**src/rtl/assert_macros.svh**
```systemverilog
// Assertion macros shared by the sorted priority queue RTL.
`ifndef ASSERT_MACROS_SVH
`define ASSERT_MACROS_SVH

// Checks that a property holds at every rising edge outside reset.
`define SPQ_ASSERT(label, clk, rst_n, prop, msg) \
    label: assert property (@(posedge clk) disable iff (!rst_n) (prop)) else $error(msg);

// Checks that the consequent holds in the cycle after the antecedent.
`define SPQ_ASSERT_NEXT(label, clk, rst_n, ante, cons, msg) \
    label: assert property (@(posedge clk) disable iff (!rst_n) (ante) |=> (cons)) \
        else $error(msg);

`endif

```
**src/rtl/spq_pkg.sv**
```systemverilog
// Types, constants and codes shared by the sorted priority queue modules.
`default_nettype none

package spq_pkg;

    localparam int CAPACITY      = 16;
    localparam int TAG_BITS      = 64;
    localparam int PRIORITY_BITS = 16;
    localparam int COUNT_W       = $clog2(CAPACITY + 1);

    localparam int CMD_W   = 3;
    localparam int TAG_W   = 64;
    localparam int PRI_W   = 16;
    localparam int STAT_W  = 3;
    localparam int ENTRY_W = 5;

    localparam logic [CMD_W-1:0] CMD_NONE    = 3'd0;
    localparam logic [CMD_W-1:0] CMD_ENQUEUE = 3'd1;
    localparam logic [CMD_W-1:0] CMD_DEQUEUE = 3'd2;
    localparam logic [CMD_W-1:0] CMD_CHANGE  = 3'd3;
    localparam logic [CMD_W-1:0] CMD_CLEAR   = 3'd4;

    localparam logic [STAT_W-1:0] ST_OK         = 3'd0;
    localparam logic [STAT_W-1:0] ST_EMPTY      = 3'd1;
    localparam logic [STAT_W-1:0] ST_NOT_FOUND  = 3'd2;
    localparam logic [STAT_W-1:0] ST_NOT_URGENT = 3'd3;
    localparam logic [STAT_W-1:0] ST_FULL       = 3'd4;

    typedef logic [1:0] op_t;
    localparam op_t OP_HOLD    = 2'd0;
    localparam op_t OP_INSERT  = 2'd1;
    localparam op_t OP_DEQUEUE = 2'd2;
    localparam op_t OP_REMOVE  = 2'd3;

    typedef struct packed {
        logic [CMD_W-1:0] command;
        logic [TAG_W-1:0] value_tag;
        logic [PRI_W-1:0] priority_req;
    } cmd_t;

    typedef struct packed {
        logic [STAT_W-1:0]  status;
        logic [TAG_W-1:0]   out_tag;
        logic [PRI_W-1:0]   out_priority;
        logic               out_valid;
        logic [ENTRY_W-1:0] entry_count;
        logic               is_empty;
    } res_t;

    typedef struct packed {
        logic                     ahead;
        logic                     seen;
        logic [PRIORITY_BITS-1:0] hit_pri;
    } link_t;

endpackage

`default_nettype wire

```
**src/rtl/spq_cell.sv**
```systemverilog
// One cell of the sorted row: holds one entry and shifts it left or right.
`default_nettype none

module spq_cell (
    input  wire logic                              clk,
    input  wire spq_pkg::op_t                      op,
    input  wire logic                              occupied,
    input  wire logic [spq_pkg::TAG_BITS-1:0]      key_tag,
    input  wire logic [spq_pkg::PRIORITY_BITS-1:0] key_pri,
    input  wire logic [spq_pkg::TAG_BITS-1:0]      left_tag,
    input  wire logic [spq_pkg::PRIORITY_BITS-1:0] left_pri,
    input  wire logic [spq_pkg::TAG_BITS-1:0]      right_tag,
    input  wire logic [spq_pkg::PRIORITY_BITS-1:0] right_pri,
    input  wire spq_pkg::link_t                    link_in,
    output spq_pkg::link_t                         link_out,
    output logic [spq_pkg::TAG_BITS-1:0]           tag,
    output logic [spq_pkg::PRIORITY_BITS-1:0]      pri
);
    import spq_pkg::*;

    logic [TAG_BITS-1:0]      tag_reg;
    logic [TAG_BITS-1:0]      tag_next;
    logic [PRIORITY_BITS-1:0] pri_reg;
    logic [PRIORITY_BITS-1:0] pri_next;
    logic                     match;
    logic                     goes_before;
    logic                     from_right;

    // The new key belongs in front of this entry, or this cell is free.
    assign goes_before = !occupied || (pri_reg > key_pri) ||
                         ((pri_reg == key_pri) && (key_tag < tag_reg));
    assign match       = occupied && (tag_reg == key_tag);
    assign from_right  = (op == OP_DEQUEUE) ||
                         ((op == OP_REMOVE) && (link_in.seen || match));

    assign link_out.ahead   = goes_before;
    assign link_out.seen    = link_in.seen || match;
    assign link_out.hit_pri = (match && !link_in.seen) ? pri_reg : link_in.hit_pri;

    always_comb
    begin
        tag_next = tag_reg;
        pri_next = pri_reg;
        unique case (op)
            OP_INSERT:
            begin
                if (goes_before)
                begin
                    if (link_in.ahead)
                    begin
                        tag_next = left_tag;
                        pri_next = left_pri;
                    end
                    else
                    begin
                        tag_next = key_tag;
                        pri_next = key_pri;
                    end
                end
            end
            OP_DEQUEUE, OP_REMOVE:
            begin
                if (from_right)
                begin
                    tag_next = right_tag;
                    pri_next = right_pri;
                end
            end
            OP_HOLD:
            begin
                tag_next = tag_reg;
                pri_next = pri_reg;
            end
        endcase
    end

    always_ff @(posedge clk)
    begin
        tag_reg <= tag_next;
        pri_reg <= pri_next;
    end

    assign tag = tag_reg;
    assign pri = pri_reg;

endmodule

`default_nettype wire

```
**config.mk**
```make
export PLATFORM = sky130hd
export DESIGN_NAME = spq_cell
export DESIGN_NICKNAME = d
export VERILOG_FILES = /design/src/rtl/assert_macros.svh /design/src/rtl/spq_pkg.sv /design/src/rtl/spq_cell.sv
export SDC_FILE = /design/constraint.sdc
export NUM_CORES = 1
export LEC_CHECK = 0
export BUFFER_PORTS_ARGS = -buffer_cell sky130_fd_sc_hd__buf_4
export CORE_AREA = 8 8 135 137
export DETAILED_ROUTE_END_ITERATION = 10
export DIE_AREA = 0 0 143 145
export MAX_ROUTING_LAYER = met4
export PLACE_DENSITY_LB_ADDON = 0.08
export SYNTH_ARGS = -nofsm -noshare
export SYNTH_HDL_FRONTEND = slang
export SYNTH_SLANG_ARGS = --single-unit
```
**constraint.sdc**
```tcl
create_clock -name clk -period 10.7 [get_ports clk]
set_clock_uncertainty 0.15 [all_clocks]
set_input_delay 2.675 -clock clk [delete_from_list [all_inputs] [get_ports clk]]
set_output_delay 2.675 -clock clk [all_outputs]
set_load 0.05 [all_outputs]
```
### After elaboration in Yosys (flattened, before gate mapping)

Index checks and enable logic that the tools add are counted.
Widths: inputs -> output; s select.

* flip-flop bits (word level): 80
* bits of input ports: 262
* output and inout port bits: 98
* word-level logic and storage cells: 34

* $lt $le $gt $ge: 2
* equal/unequal tests: 7
* mux-type cells: 9
* bitwise operators: 1
* reductions and logical operators: 13

Operators by type and width (count)
* $mux 64: 3
* $pmux 64 s2: 1
* $eq 64x64->1: 1
* $lt 64x64->1: 1
* $mux 16: 4
* $pmux 16 s2: 1
* $eq 16x16->1: 1
* $gt 16x16->1: 1
* $eq 2x2->1 const B: 2
* $logic_and 1x1->1: 4
* $logic_or 1x1->1: 4
* $ne 2x2->1 const B: 2
* $reduce_and 3->1: 1
* $eq 2x1->1 const B: 1
* $logic_not 1->1: 2
* $logic_not 2->1: 1
* $reduce_or 2->1: 1
* $not 1->1: 1

### Logic depth before layout (Yosys ltp)

* depth after elaboration: 7
* depth in mapped cells: 10
* gate-level depth less buffers: 9

### Worst setup path after synthesis

OpenSTA, ideal clock, no wires.

* path type: input-to-reg
* start: input port key_tag[9] in the netlist's numbering
* end: register pri_reg[0] (netlist: pri[0]) (enable)
* setup time: 0.522 ns
* arrival: 7.750 ns
* data required time: 10.028 ns
* path slack: 2.278 ns
* cell stages on the path: 8
* buffers on the path: 0
* cell sequence: ha_1 a21o_1 nand3_1 a21oi_1 or4b_1 a2111oi_1 nor3b_1 o31ai_2

* word-level cells in the longest chain between the ends: 7
* elaborated cells between the ends (all ways): 11
* classes of those cells: order compare: 1; eq/ne: 3; reduce/logical: 7

Ends and longest elaborated chain
* start, declared: line spq_cell.sv:8 `input wire logic [spq_pkg::TAG_BITS-1:0] key_tag,`
* branches (longest 6 deep; another with $lt 64x64->1)
* $reduce_and 3->1 (no source line) *
* end signal, assigned: line spq_cell.sv:80 `pri_reg <= pri_next;`
* end, declared: line spq_cell.sv:23 `logic [PRIORITY_BITS-1:0] pri_reg;`

Mark *: on every way between the ends.
A chain may end at the register's enable or synchronous reset.

==> impl_metrics.env <==
export IMPL_status="finished, final reports clean"
export IMPL_drc_errors=0
export IMPL_ys_flop_type="edfxtp_1"
export IMPL_place_inst=1212
export IMPL_syn_cell_area_um2=6330
export IMPL_diodes=0
export IMPL_yosysTopAreaCellShare_pct=37.9
export IMPL_clk_path_buf_depth=2
export IMPL_slowest_delay_ns=0.68
export IMPL_internal_power_uw=708
export IMPL_hold_violations=0
export IMPL_ys_types=46
export IMPL_synth_compound_area_share_pct=12.9
export IMPL_avgSynthCellArea_um2=9.62
export IMPL_synth_seq_area_share_pct=37.9
export IMPL_leakagePower_uw=0.00481
export IMPL_synthMuxAreaShare_pct=15.5
export IMPL_clockRootBuffer="clkbuf_16"
export IMPL_ir_drop_v=0.0000876
export IMPL_postCtsResizedCells=0
export IMPL_cp_slowest_cell="nor3_4"
export IMPL_dieWidth_um=143
export IMPL_finalMaxSlewViolations=0
export IMPL_cp_cell_sequence="buf_4, ha_1, nand2_1, nor4_1, nand4b_2, nor3_4, mux2_2, buf_4"
export IMPL_htreeDepth=3
export IMPL_wl_per_cell_um=18.6
export IMPL_synth_most_common_cell="nand2_1"
export IMPL_clk_latency_ns=0.34
export IMPL_grt_util_all_layers_pct=22.1
export IMPL_p_sw_uw=390
export IMPL_grt_pass1_vias=6403
export IMPL_coreArea_um2=16200
export IMPL_synthArstFlopShare_pct=0
export IMPL_grt_antenna_before_repair=0
export IMPL_cp_start_kind="input port"
export IMPL_powerDensity_nw_per_um2=116
export IMPL_place_gp_congestion=0.833
export IMPL_num_rows=47
export IMPL_synth_common_cells="nand2_1, o21ai_0, inv_1"
export IMPL_synth_xor_area_share_pct=0
export IMPL_cp_end_kind="output port"
export IMPL_dp_hpwl_mm=18.8
export IMPL_fin_crit_ns=8.19
export IMPL_netSwitchingFraction_pct=35.5
export IMPL_post_cts_buffers=0
export IMPL_crit_arrival_ns=5.36
export IMPL_setup_viol=0
export IMPL_fin_crit_sh_pct=76.5
export IMPL_critPathKind="in -> out"
export IMPL_seqPwrFrac_pct=36.8
export IMPL_fin_cells=1228
export IMPL_ys_warnings_count=0
export IMPL_hp_class="reg -> reg"
export IMPL_final_area_um2=9480
export IMPL_portBuffers=359
export IMPL_synth_fa_ha_area_share_pct=15.8
export IMPL_clkTransAtPathRegs_ns=0.06
export IMPL_rsz0062_at_grt="no"
export IMPL_cts_made_buffers=9
export IMPL_maxSlewHeadroom_pct=42.0
export IMPL_cts_hold_fix_buffers=0
export IMPL_crit_fanout=16
export IMPL_drtIter0Drc=248
export IMPL_max_freq_mhz=122
export IMPL_synth_top_family_by_area="adder cells"
export IMPL_cts_tree="done"
export IMPL_drive_gt1_share_pct=39.6
export IMPL_crit_required_ns=7.88
export IMPL_dieArea_um2=20700
export IMPL_crit_family="simple AND/OR/NAND/NOR gates"
export IMPL_clockPowerShare_pct=25.2
export IMPL_grt_pass1_wl_mm=34.5
export IMPL_crit_top_cell="buf_4"
export IMPL_yosys_area_top_type="edfxtp_1"
export IMPL_top_level_ports=360
export IMPL_overflow=0
export IMPL_timing_setup_tns_ns=0
export IMPL_combPwrFrac_pct=38.0
export IMPL_nNetsFinal=1345
export IMPL_max_cap_viol_count=0
export IMPL_cts_sinks=80
export IMPL_synth_seq_cells=80
export IMPL_dr_pass1_iters=5
export IMPL_start_util_pct=39.1
export IMPL_drt_total_wl_mm=22.8
export IMPL_synth_nets=1000
export IMPL_placed_area_um2=9220
export IMPL_synth_edf_count=80
export IMPL_synthToLayoutAreaGrowth_pct=49.7
export IMPL_final_antenna_net_count=0
export IMPL_largest_register_ffs=64
export IMPL_synthSimpleGateAreaFrac_pct=11.0
export IMPL_synth_area_leaders="edfxtp_1, ha_1, mux2i_1"
export IMPL_tightest_slew_ns=0.870
export IMPL_final_util_pct=58.6
export IMPL_die_y_um=145
export IMPL_viasPerCell=4.92
export IMPL_critPathBufInv=2
export IMPL_synthCells=658
export IMPL_grt_max_degree=98
export IMPL_vias=6044
[cells in the final DEF, fill, tap and decap left out, types with 2 or more instances in the layout]
master | synthesis | routed
and4_1 | 2 | 2
ha_1 | 80 | 80
mux2_2 | 14 | 14
nand3_1 | 7 | 7
nor2_1 | 5 | 5
nor4_1 | 2 | 2
a211oi_1 | 3 | 3
inv_1 | 83 | 83
clkbuf_16 | 0 | 9
edfxtp_1 | 80 | 80
a21oi_1 | 31 | 31
clkinv_1 | 0 | 3
nand2_1 | 97 | 97
o21ai_0 | 89 | 89
mux2_1 | 2 | 2
o211ai_1 | 3 | 3
a21o_1 | 8 | 8
clkinv_2 | 0 | 3
nor2b_1 | 3 | 3
nand4_1 | 15 | 15
mux2i_1 | 80 | 80
buf_4 | 1 | 363
o21bai_1 | 2 | 2
[worst paths after layout]
path	start	cells after the start	endpoint	slack, ns
setup / recovery	key_tag[31]	8	link_out[7]	2.51
setup reg to reg	pri[13]$_DFFE_PP_	9	tag[42]$_DFFE_PP_	6.95
hold reg to reg	pri[15]$_DFFE_PP_	6	pri[9]$_DFFE_PP_	1.57
hold / removal	pri[15]$_DFFE_PP_	6	pri[9]$_DFFE_PP_	1.57
[logic make-up after synthesis]
family	count (synthesis)
adders and majority gates	80
DFF	80
muxes	96
buffers and inverters	112
and+or+nand+nor	143
AOI/OAI and AO/OA	147
[power groups by stage]
| stage | logic, uW | clock network [uW] | registers [uW] |
|---|---|---|---|
| after CTS | 421 | 285 | 404 |
| after global placement | 416 | 0 | 410 |
| after floorplan | 146 | 0 | 510 |
| after detailed placement | 420 | 0 | 410 |
| after global routing | 453 | 298 | 407 |
| final | 417 | 277 | 404 |
[area by class of cell]
cell class                 count  area (um2)
clock inverter                 6        26.3
sequential                    80        2400
clock buffer                  10         229
timing repair buffer         363        2730
tap                          220         275
fill                        1548        6700
multi-input combinational    466        3510
inverter                      83         312
[metal layers]
layer	wire [um]	vias up	GRT usage, %
met1	8730	2720	23.4
li1	-	3054	-
met3	2030	22	6.43
met5	0	-	-
met4	446	0	6.96
met2	11600	248	38.7
[through the flow]
| stage | total power (uW) | hold WS [ns] | worst slack, ns |
|---|---|---|---|
| floorplan | 656 | 2.34 | 2.28 |
| global placement | 826 | 1.60 | 2.47 |
| detailed placement | 830 | 1.60 | 2.43 |
| CTS | 1110 | 1.62 | 2.41 |
| global route | 1160 | 1.72 | 2.27 |
| finish | 1100 | 1.57 | 2.51 |
[tightest hold or removal path: cells and delay by family (launching register included)]
kind / cells / cell delay [ns]
AO/OA/AOI/OAI: 3 / 0.38
AND/OR/NAND/NOR: 1 / 0.10
flip-flops: 1 / 0.39
buffers and inverters: 1 / 0.43
adder cells (fa/ha/maj): 1 / 0.17
Power figures use the tool's default switching activity.
